--- config.mk ---
export PLATFORM = sky130hd
export DESIGN_NAME = source_token_lexer_core
export DESIGN_NICKNAME = d
export VERILOG_FILES = /design/src/sv/stl_pkg.sv /design/src/sv/source_token_lexer_core.sv /design/src/sv/stl_front.sv /design/src/sv/stl_back.sv /design/src/sv/stl_resq.sv
export SDC_FILE = /design/constraint.sdc
export NUM_CORES = 2
export LEC_CHECK = 0
export BUFFER_PORTS_ARGS = -buffer_cell sky130_fd_sc_hd__buf_2
export CAP_MARGIN = 20
export CORE_ASPECT_RATIO = 1.2
export CORE_UTILIZATION = 62
export CTS_CLUSTER_SIZE = 16
export DETAILED_ROUTE_END_ITERATION = 8
export PLACE_DENSITY = 0.8
export REMOVE_ABC_BUFFERS = 1
export SYNTH_ARGS = -nofsm -noshare
export SYNTH_HDL_FRONTEND = slang
export SYNTH_SLANG_ARGS = --single-unit
--- constraint.sdc ---
create_clock -name clk_i -period 5.35 [get_ports clk_i]
set_input_delay 0.8025 -clock clk_i [delete_from_list [all_inputs] [get_ports clk_i]]
set_output_delay 0.8025 -clock clk_i [all_outputs]
set_load 0.02 [all_outputs]
--- src/sv/stl_pkg.sv ---
package stl_pkg;

  // Width of the internal row and column counters; results carry the low 16 bits.
  localparam int unsigned POS_WIDTH = 16;
  localparam int unsigned OUT_POS_WIDTH = 16;

  typedef logic [POS_WIDTH-1:0] pos_t;
  localparam pos_t POS_ONE = pos_t'(1);
  localparam pos_t POS_MAX = '1;

  localparam logic [7:0] CH_UNDERSCORE = 8'h5F;
  localparam logic [7:0] CH_QUOTE      = 8'h27;
  localparam logic [7:0] CH_DOT        = 8'h2E;
  localparam logic [7:0] CH_NEWLINE    = 8'h0A;

  typedef enum logic [1:0] {
    MODE_IDLE = 2'd0,
    MODE_ID   = 2'd1,
    MODE_NUM  = 2'd2,
    MODE_DOT  = 2'd3
  } mode_e;

  typedef enum logic [2:0] {
    KIND_END   = 3'd0,
    KIND_IDENT = 3'd1,
    KIND_INT   = 3'd2,
    KIND_FLOAT = 3'd3,
    KIND_PUNCT = 3'd4,
    KIND_ERROR = 3'd5
  } kind_e;

  typedef enum logic [2:0] {
    ERR_NONE       = 3'd0,
    ERR_BAD_INT    = 3'd1,
    ERR_BAD_FLOAT  = 3'd2,
    ERR_INT_RANGE  = 3'd3,
    ERR_UNEXPECTED = 3'd4
  } err_e;

  // Pre-decoded source byte, produced by the front and consumed by the scanner.
  typedef struct packed {
    logic [7:0] ch;
    logic [3:0] digit;
    logic       is_zero;
    logic       is_space;
    logic       is_alpha;
    logic       is_digit;
    logic       is_dot;
    logic       is_punct;
    logic       is_idmid;
    logic       is_nl;
  } byte_class_t;

  typedef struct packed {
    kind_e       kind;
    logic [7:0]  punct;
    logic [63:0] value;
    logic [OUT_POS_WIDTH-1:0] first_row;
    logic [OUT_POS_WIDTH-1:0] first_col;
    logic [OUT_POS_WIDTH-1:0] end_row;
    logic [OUT_POS_WIDTH-1:0] end_col;
    err_e        err;
    logic        last;
  } result_t;

  // Write strobes from the scanner into the result queue.
  typedef struct packed {
    logic push0;
    logic push1;
  } rq_push_t;

  function automatic logic [OUT_POS_WIDTH-1:0] pos_field(pos_t p);
    logic [31:0] w;
    w = 32'(p);
    return w[OUT_POS_WIDTH-1:0];
  endfunction

endpackage

--- src/sv/source_token_lexer_core.sv ---
// A byte accepted by the front is registered in its queue; the scanner takes it when the
// result queue has room for two more results and writes the byte's results there.
// Throughput: one byte per cycle while the result queue has room; a byte that closes a
// token and makes a punctuation, end or error result yields two, drained one per cycle of pop.
// Reset (rst_ni, asynchronous, active low) empties both queues, sets the scanner
// to idle and the position to row 1, column 1.
module source_token_lexer_core (
  input  logic        clk_i,
  input  logic        rst_ni,
  input  logic        push,
  output logic        full,
  input  logic [7:0]  source_byte_i,
  output logic        empty,
  input  logic        pop,
  output logic [2:0]  token_kind_o,
  output logic [7:0]  punct_char_o,
  output logic [63:0] int_value_o,
  output logic [15:0] first_row_o,
  output logic [15:0] first_col_o,
  output logic [15:0] end_row_o,
  output logic [15:0] end_col_o,
  output logic [2:0]  error_code_o,
  output logic        last_of_run_o
);
  import stl_pkg::*;

  // Front to scanner: a two-entry queue of pre-decoded bytes, so that the
  // front keeps taking bytes while the scanner waits on the result queue.
  byte_class_t cls;
  logic        cls_valid;
  logic        cls_take;

  // Scanner to result queue: up to two results per transaction.
  rq_push_t    rq_push;
  result_t     res0;
  result_t     res1;
  logic        rq_room;
  result_t     head;

  stl_front u_front (
    .clk_i         (clk_i),
    .rst_ni        (rst_ni),
    .push          (push),
    .source_byte_i (source_byte_i),
    .full          (full),
    .cls_o         (cls),
    .cls_valid_o   (cls_valid),
    .cls_take_i    (cls_take)
  );

  // The scanner takes a byte only when the result queue can absorb two more
  // results, so no result is ever dropped.
  stl_back u_back (
    .clk_i       (clk_i),
    .rst_ni      (rst_ni),
    .cls_i       (cls),
    .cls_valid_i (cls_valid),
    .cls_take_o  (cls_take),
    .room_i      (rq_room),
    .push_o      (rq_push),
    .res0_o      (res0),
    .res1_o      (res1)
  );

  // The result queue is the output register: its head is shown while it is
  // not empty and advances on each pop transaction.
  stl_resq u_resq (
    .clk_i  (clk_i),
    .rst_ni (rst_ni),
    .push_i (rq_push),
    .res0_i (res0),
    .res1_i (res1),
    .pop    (pop),
    .empty  (empty),
    .room_o (rq_room),
    .head_o (head)
  );

  assign token_kind_o  = head.kind;
  assign punct_char_o  = head.punct;
  assign int_value_o   = head.value;
  assign first_row_o   = head.first_row;
  assign first_col_o   = head.first_col;
  assign end_row_o     = head.end_row;
  assign end_col_o     = head.end_col;
  assign error_code_o  = head.err;
  assign last_of_run_o = head.last;

endmodule

--- src/sv/stl_front.sv ---
module stl_front (
  input  logic                clk_i,
  input  logic                rst_ni,
  input  logic                push,
  input  logic [7:0]          source_byte_i,
  output logic                full,
  output stl_pkg::byte_class_t cls_o,
  output logic                cls_valid_o,
  input  logic                cls_take_i
);
  import stl_pkg::*;

  byte_class_t fifo_q [2];
  logic        wptr_q, wptr_d;
  logic        rptr_q, rptr_d;
  logic [1:0]  cnt_q, cnt_d;
  logic        accept;
  logic        take;

  function automatic byte_class_t classify(logic [7:0] b);
    byte_class_t c;
    c.ch       = b;
    c.digit    = b[3:0];
    c.is_zero  = (b == 8'h00);
    c.is_space = (b == 8'h20) || (b inside {[8'h09:8'h0D]});
    c.is_alpha = (b inside {[8'h61:8'h7A]}) || (b inside {[8'h41:8'h5A]});
    c.is_digit = (b inside {[8'h30:8'h39]});
    c.is_dot   = (b == CH_DOT);
    c.is_punct = (b inside {CH_DOT, 8'h3D, 8'h2B, 8'h2D, 8'h2A, 8'h2F, 8'h25,
                            8'h28, 8'h29, 8'h7B, 8'h7D, 8'h5B, 8'h5D});
    c.is_idmid = c.is_alpha || c.is_digit || (b == CH_UNDERSCORE) || (b == CH_QUOTE);
    c.is_nl    = (b == CH_NEWLINE);
    return c;
  endfunction

  assign full        = (cnt_q == 2'd2);
  assign accept      = push && !full;
  assign cls_valid_o = (cnt_q != 2'd0);
  assign take        = cls_take_i && cls_valid_o;
  assign cls_o       = fifo_q[rptr_q];

  always_comb begin
    wptr_d = accept ? !wptr_q : wptr_q;
    rptr_d = take ? !rptr_q : rptr_q;
    cnt_d  = cnt_q;
    if (accept && !take) begin
      cnt_d = cnt_q + 2'd1;
    end else if (take && !accept) begin
      cnt_d = cnt_q - 2'd1;
    end
  end

  always_ff @(posedge clk_i) begin
    if (accept) begin
      fifo_q[wptr_q] <= classify(source_byte_i);
    end
  end

  always_ff @(posedge clk_i or negedge rst_ni) begin
    if (!rst_ni) begin
      wptr_q <= 1'b0;
      rptr_q <= 1'b0;
      cnt_q  <= 2'd0;
    end else begin
      wptr_q <= wptr_d;
      rptr_q <= rptr_d;
      cnt_q  <= cnt_d;
    end
  end

endmodule

--- src/sv/stl_back.sv ---
module stl_back (
  input  logic                 clk_i,
  input  logic                 rst_ni,
  input  stl_pkg::byte_class_t cls_i,
  input  logic                 cls_valid_i,
  output logic                 cls_take_o,
  input  logic                 room_i,
  output stl_pkg::rq_push_t    push_o,
  output stl_pkg::result_t     res0_o,
  output stl_pkg::result_t     res1_o
);
  import stl_pkg::*;

  mode_e       mode_q, mode_d;
  pos_t        cur_row_q, cur_row_d;
  pos_t        cur_col_q, cur_col_d;
  pos_t        tok_row_q, tok_row_d;
  pos_t        tok_col_q, tok_col_d;
  logic [63:0] accum_q, accum_d;
  logic [1:0]  dots_q, dots_d;
  logic        ovf_q, ovf_d;

  pos_t        adv_row, adv_col;
  logic [67:0] acc_ext, acc_next;
  logic        consume;
  logic        close_vld, new_vld;
  result_t     close_res, new_res;

  function automatic result_t mk_res(kind_e k, logic [7:0] p, logic [63:0] v,
                                     pos_t sr, pos_t sc, pos_t er, pos_t ec, err_e e);
    result_t r;
    r.kind      = k;
    r.punct     = p;
    r.value     = v;
    r.first_row = pos_field(sr);
    r.first_col = pos_field(sc);
    r.end_row   = pos_field(er);
    r.end_col   = pos_field(ec);
    r.err       = e;
    r.last      = 1'b0;
    return r;
  endfunction

  assign cls_take_o = cls_valid_i && room_i;

  // Position after the current byte, saturating.
  always_comb begin
    adv_row = cur_row_q;
    adv_col = cur_col_q;
    if (cls_i.is_nl) begin
      if (cur_row_q != POS_MAX) begin
        adv_row = cur_row_q + POS_ONE;
      end
      adv_col = POS_ONE;
    end else if (cur_col_q != POS_MAX) begin
      adv_col = cur_col_q + POS_ONE;
    end
  end

  // accum * 10 + digit, with four guard bits to catch overflow.
  assign acc_ext  = {4'b0000, accum_q};
  assign acc_next = (acc_ext << 3) + (acc_ext << 1) + 68'(cls_i.digit);

  always_comb begin
    consume = ((mode_q == MODE_ID) && cls_i.is_idmid) ||
              ((mode_q == MODE_NUM) && (cls_i.is_digit || cls_i.is_dot)) ||
              ((mode_q == MODE_DOT) && cls_i.is_digit);

    // Token that the current byte closes, ending at the position of that byte.
    close_vld = (mode_q != MODE_IDLE);
    close_res = mk_res(KIND_IDENT, 8'h00, 64'd0, tok_row_q, tok_col_q,
                       cur_row_q, cur_col_q, ERR_NONE);
    case (mode_q)
      MODE_NUM: begin
        if (dots_q == 2'd0) begin
          if (ovf_q) begin
            close_res.kind = KIND_ERROR;
            close_res.err  = ERR_INT_RANGE;
          end else begin
            close_res.kind  = KIND_INT;
            close_res.value = accum_q;
          end
        end else if (dots_q == 2'd1) begin
          close_res.kind = KIND_FLOAT;
        end else begin
          close_res.kind = KIND_ERROR;
          close_res.err  = ERR_BAD_FLOAT;
        end
      end
      MODE_DOT: begin
        close_res.kind  = KIND_PUNCT;
        close_res.punct = CH_DOT;
      end
      default: begin
      end
    endcase
  end

  always_comb begin
    mode_d    = mode_q;
    cur_row_d = cur_row_q;
    cur_col_d = cur_col_q;
    tok_row_d = tok_row_q;
    tok_col_d = tok_col_q;
    accum_d   = accum_q;
    dots_d    = dots_q;
    ovf_d     = ovf_q;
    new_vld   = 1'b0;
    new_res   = mk_res(KIND_END, 8'h00, 64'd0, cur_row_q, cur_col_q,
                       cur_row_q, cur_col_q, ERR_NONE);
    push_o    = '0;

    if (cls_take_o) begin
      if (consume) begin
        cur_row_d = adv_row;
        cur_col_d = adv_col;
        if (mode_q == MODE_DOT) begin
          mode_d = MODE_NUM;
          dots_d = 2'd1;
        end else if (mode_q == MODE_NUM) begin
          if (cls_i.is_dot) begin
            if (dots_q != 2'd2) begin
              dots_d = dots_q + 2'd1;
            end
          end else if (dots_q == 2'd0) begin
            if (acc_next[67:64] != 4'd0) begin
              ovf_d = 1'b1;
            end
            accum_d = acc_next[63:0];
          end
        end
      end else begin
        mode_d = MODE_IDLE;
        if (cls_i.is_zero) begin
          new_vld   = 1'b1;
          cur_row_d = POS_ONE;
          cur_col_d = POS_ONE;
          tok_row_d = POS_ONE;
          tok_col_d = POS_ONE;
        end else if (cls_i.is_space) begin
          cur_row_d = adv_row;
          cur_col_d = adv_col;
        end else if (cls_i.is_alpha || cls_i.is_digit || cls_i.is_dot) begin
          tok_row_d = cur_row_q;
          tok_col_d = cur_col_q;
          dots_d    = 2'd0;
          ovf_d     = 1'b0;
          accum_d   = cls_i.is_digit ? 64'(cls_i.digit) : 64'd0;
          mode_d    = cls_i.is_alpha ? MODE_ID : (cls_i.is_digit ? MODE_NUM : MODE_DOT);
          cur_row_d = adv_row;
          cur_col_d = adv_col;
        end else begin
          new_vld   = 1'b1;
          cur_row_d = adv_row;
          cur_col_d = adv_col;
          if (cls_i.is_punct) begin
            new_res = mk_res(KIND_PUNCT, cls_i.ch, 64'd0, cur_row_q, cur_col_q,
                             adv_row, adv_col, ERR_NONE);
          end else begin
            new_res = mk_res(KIND_ERROR, 8'h00, 64'd0, cur_row_q, cur_col_q,
                             adv_row, adv_col, ERR_UNEXPECTED);
          end
        end
        push_o.push0 = close_vld || new_vld;
        push_o.push1 = close_vld && new_vld;
      end
    end

    res0_o      = close_vld ? close_res : new_res;
    res0_o.last = !push_o.push1;
    res1_o      = new_res;
    res1_o.last = 1'b1;
  end

  always_ff @(posedge clk_i or negedge rst_ni) begin
    if (!rst_ni) begin
      mode_q    <= MODE_IDLE;
      cur_row_q <= POS_ONE;
      cur_col_q <= POS_ONE;
      tok_row_q <= POS_ONE;
      tok_col_q <= POS_ONE;
      accum_q   <= 64'd0;
      dots_q    <= 2'd0;
      ovf_q     <= 1'b0;
    end else begin
      mode_q    <= mode_d;
      cur_row_q <= cur_row_d;
      cur_col_q <= cur_col_d;
      tok_row_q <= tok_row_d;
      tok_col_q <= tok_col_d;
      accum_q   <= accum_d;
      dots_q    <= dots_d;
      ovf_q     <= ovf_d;
    end
  end

endmodule

--- src/sv/stl_resq.sv ---
module stl_resq (
  input  logic              clk_i,
  input  logic              rst_ni,
  input  stl_pkg::rq_push_t push_i,
  input  stl_pkg::result_t  res0_i,
  input  stl_pkg::result_t  res1_i,
  input  logic              pop,
  output logic              empty,
  output logic              room_o,
  output stl_pkg::result_t  head_o
);
  import stl_pkg::*;

  result_t    mem_q [4];
  logic [1:0] wptr_q, wptr_d;
  logic [1:0] rptr_q, rptr_d;
  logic [2:0] cnt_q, cnt_d;
  logic       pop_ok;

  assign empty  = (cnt_q == 3'd0);
  assign room_o = (cnt_q <= 3'd2);
  assign pop_ok = pop && !empty;
  assign head_o = mem_q[rptr_q];

  always_comb begin
    wptr_d = wptr_q + 2'(push_i.push0) + 2'(push_i.push1);
    rptr_d = rptr_q + 2'(pop_ok);
    cnt_d  = cnt_q + 3'(push_i.push0) + 3'(push_i.push1) - 3'(pop_ok);
  end

  always_ff @(posedge clk_i) begin
    if (push_i.push0) begin
      mem_q[wptr_q] <= res0_i;
    end
    if (push_i.push1) begin
      mem_q[wptr_q + 2'd1] <= res1_i;
    end
  end

  always_ff @(posedge clk_i or negedge rst_ni) begin
    if (!rst_ni) begin
      wptr_q <= 2'd0;
      rptr_q <= 2'd0;
      cnt_q  <= 3'd0;
    end else begin
      wptr_q <= wptr_d;
      rptr_q <= rptr_d;
      cnt_q  <= cnt_d;
    end
  end

endmodule

==> impl_metrics.json <==
{
  "cts-resized-gates": 0,
  "clk_path_buf_depth": 3,
  "postRouteAntennaNets": 0,
  "synth_top_area_frac": 0.2636,
  "clkSinkCount": 748,
  "final_area_mm2": 0.04159,
  "synthFlopType": "edfxtp_1",
  "dp.cells": 4374,
  "track_usage": 0.3268,
  "drt-vias-per-instance": 6.607,
  "cp_max_fo": 29,
  "wl_per_cell_um": 22.40,
  "path_clk_slew_ns": 0.07,
  "final.min_clock_period_ns": 4.420,
  "final.setup_skew_ns": 0.03031,
  "total_leakage_power_nw": 15.94,
  "drive_gt1_frac": 0.1436,
  "drv_slew": 0,
  "core_area_mm2": 0.05996,
  "final_nets": 3801,
  "switchingPower_mw": 6.949,
  "p_per_area_mw_per_mm2": 454.2,
  "drtIter0Drc": 2890,
  "tightest_slew_ns": 1.059,
  "fin_cells": 4505,
  "fill_cells": 4394,
  "outcome": "finished, final reports clean",
  "wl_met3_um": 7990,
  "fp-row-count": 98,
  "cp-start-kind": "flip-flop",
  "hold_viol_final": 0,
  "intPower_mw": 11.94,
  "post-route-period-util": 0.8263,
  "required_ns": 5.86,
  "place_congestion": 0.9059,
  "p_sw_frac": 0.3679,
  "synth.distinct_cells": 78,
  "firstDrtPassIters": 8,
  "whs_ns": 0.2265,
  "maxSlewHeadroom": 0.2937,
  "drt-total-wl_um": 100900,
  "dieArea_mm2": 0.06200,
  "h-tree-depth": 3,
  "grt_pass1_vias": 29300,
  "top_layer": "met5",
  "wl_met1_um": 36760,
  "p_comb_frac": 0.332,
  "ioPinCount": 157,
  "final_util": 0.6936,
  "holdBufCountCts": 0,
  "grt_overflow": 0,
  "cts_inserted_buffers": 72,
  "io_buffers": 156,
  "dp_hpwl_um": 62880,
  "postSynthCellCount": 3653,
  "clock_latency_ns": 0.63,
  "syn-cell-area_mm2": 0.03782,
  "synth_top_area_cell": "edfxtp_1",
  "p_clk_frac": 0.273,
  "ys.warnings.count": 0,
  "syn_to_final_growth_pct": 9.950,
  "root_buffer": "clkbuf_16",
  "dpl-instance-area_mm2": 0.03923,
  "drv_cap": 0,
  "fmax_mhz": 226.2,
  "hold_path_class": "in -> async",
  "worst_setup_path_end_kind": "flip-flop",
  "synth_edf_count": 332,
  "rsz0062_at_grt": "false",
  "peakVddDrop_uv": 308.6,
  "antenna_found_initial": 2,
  "ys_async_sr_fraction": 0.1925,
  "crit_type": "reg -> reg",
  "cts_tree": "done",
  "dr_wl_met2_um": 51770,
  "avgSynthCellArea_um2": 10.35,
  "grt_max_degree": 142,
  "cts_setup_buffers": 0,
  "start_util": 0.6308,
  "antennaDiodeCount": 0,
  "die_w_um": 227.5,
  "die_y_um": 272.6,
  "yosys-top-cells-area": "edfxtp_1 (26%), dfxtp_1 (14%), dfrtp_1 (9.3%), mux4_2 (8.6%), o21ai_0 (5.2%)",
  "drc": 0,
  "dr_total_vias": 29760,
  "synth_seq_cells": 748,
  "ys_seq_area_frac": 0.5029,
  "grt_pass1_wl_um": 158200,
  "pwr-share-seq": 0.395,
  "timing.setup.tns_ns": 0,
  "finalSetupViolCount": 0,
  "critPathArrivalTime_ns": 4.93
}
-- layout make-up --
class | instances | area (µm²) | area share
Clock buffer | 107 | 2131 | 0.05124
Clock inverter | 24 | 230.2 | 0.005536
Inverter | 49 | 185.2 | 0.004453
Multi-Input combinational cell | 2555 | 17610 | 0.4236
Sequential cell | 748 | 19030 | 0.4576
Tap cell | 800 | 1001 | 0.02407
Timing Repair Buffer | 222 | 1395 | 0.03355
-- cell families (layout without fill, tap and decap cells) --
logic type,after synthesis,in the layout,synth area share
AO/OA/AOI/OAI,1093,1093,0.1804
multiplexers,176,176,0.09457
XOR/XNOR,65,65,0.01505
buffers and inverters,350,402,0.03596
flip-flops,748,748,0.5029
AND/OR/NAND/NOR,1080,1080,0.1235
adder cells (fa/ha/maj),141,141,0.04763
-- registers in the layout (all words and copies together), names as in the netlist --
name              cells
u_back.accum_q       64
u_back.cur_col_q     16
u_back.cur_row_q     16
u_back.dots_q         2
u_back.mode_q         2
u_back.ovf_q          1
u_back.tok_col_q     16
u_back.tok_row_q     16
u_front.cnt_q         2
u_front.fifo_q       32
u_front.rptr_q        1
u_front.wptr_q        1
u_resq.cnt_q          3
u_resq.mem_q        572
u_resq.rptr_q         2
u_resq.wptr_q         2
-- through the flow --
stage | power [mW] | setup slack, ns
floorplan | 11.56 | -2.025
global placement | 13.67 | 0.9914
detailed placement | 13.79 | 0.9443
CTS | 18.89 | 0.9289
global route | 19.62 | 0.6209
finish | 18.89 | 0.9295
-- layer usage --
metal	GRT usage	vias up
met5	0	-
met4	0.1549	2
met3	0.04978	294
met2	0.5763	1464
met1	0.3895	14480
li1	-	13530
-- worst max-delay path, stage by stage (launching register included) --
cell      delay [ns]
dfrtp_1         0.36
buf_4           0.34
mux2_2          0.41
ha_1            0.29
ha_1            0.19
fa_1            0.22
a21oi_1         0.09
nand4b_1        0.24
a2111o_1        0.45
and3_1          0.22
o21ai_1         0.36
o211ai_1        0.19
a21oi_1         0.19
mux2_2          0.36
and4_1          0.17
a211o_1         0.22
-- synthesized netlist by cell type (all sizes together) (14+ instances only) --
| master | n |
|---|---|
| o21bai | 18 |
| o22ai | 37 |
| nor2 | 417 |
| nor3 | 30 |
| xor2 | 30 |
| a31oi | 22 |
| o31ai | 28 |
| clkbuf | 230 |
| dfxtp | 272 |
| dfrtp | 140 |
| a21oi | 256 |
| o21ai | 409 |
| mux4 | 144 |
| a21o | 37 |
| nand2 | 333 |
| a22o | 175 |
| and3 | 14 |
| o21a | 16 |
| ha | 136 |
| buf | 71 |
| edfxtp | 332 |
| mux2i | 21 |
| nand3 | 185 |
| nand4 | 25 |
| inv | 49 |
| xnor2 | 35 |
-- worst paths after layout --
kind                                    start               endpoint  slack, ns  cells past startpoint
max                            u_front.rptr_q           u_back.ovf_q       0.93                     15
min                                    rst_ni    u_back.tok_row_q[2]       0.23                      1
max reg2reg                    u_front.rptr_q           u_back.ovf_q       0.93                     15
min reg2reg                u_resq.mem_q[0][0]     u_resq.mem_q[0][0]       0.47                      1
max in group asynchronous              rst_ni       u_resq.rptr_q[0]       4.14                      2
min in group clk_i           source_byte_i[6]  u_front.fifo_q[1][18]       0.46                      1
-- power by group through the flow --
stage | Sequential, mW | Clock [mW] | Combinational, mW
final | 7.47 | 5.16 | 6.27
after global routing | 7.54 | 5.40 | 6.68
after CTS | 7.46 | 5.19 | 6.25
after detailed placement | 7.57 | 0 | 6.22
after global placement | 7.53 | 0 | 6.14
after floorplan | 7.69 | 0 | 3.87
-- cells in the final DEF (no fill, tap or decap), drive strengths merged, types with 28 or more instances in the layout --
master / Yosys / routed
ha: 136 / 136
dfxtp: 272 / 272
nand2: 333 / 333
a21oi: 256 / 256
inv: 49 / 50
nand3: 185 / 185
o22ai: 37 / 37
nor2: 417 / 417
edfxtp: 332 / 332
clkbuf: 230 / 107
mux4: 144 / 144
nor3: 30 / 30
dfrtp: 140 / 140
xor2: 30 / 30
xnor2: 35 / 35
o31ai: 28 / 28
o21ai: 409 / 409
a21o: 37 / 37
buf: 71 / 222
a22o: 175 / 175
(Power assumes the default switching activity.)
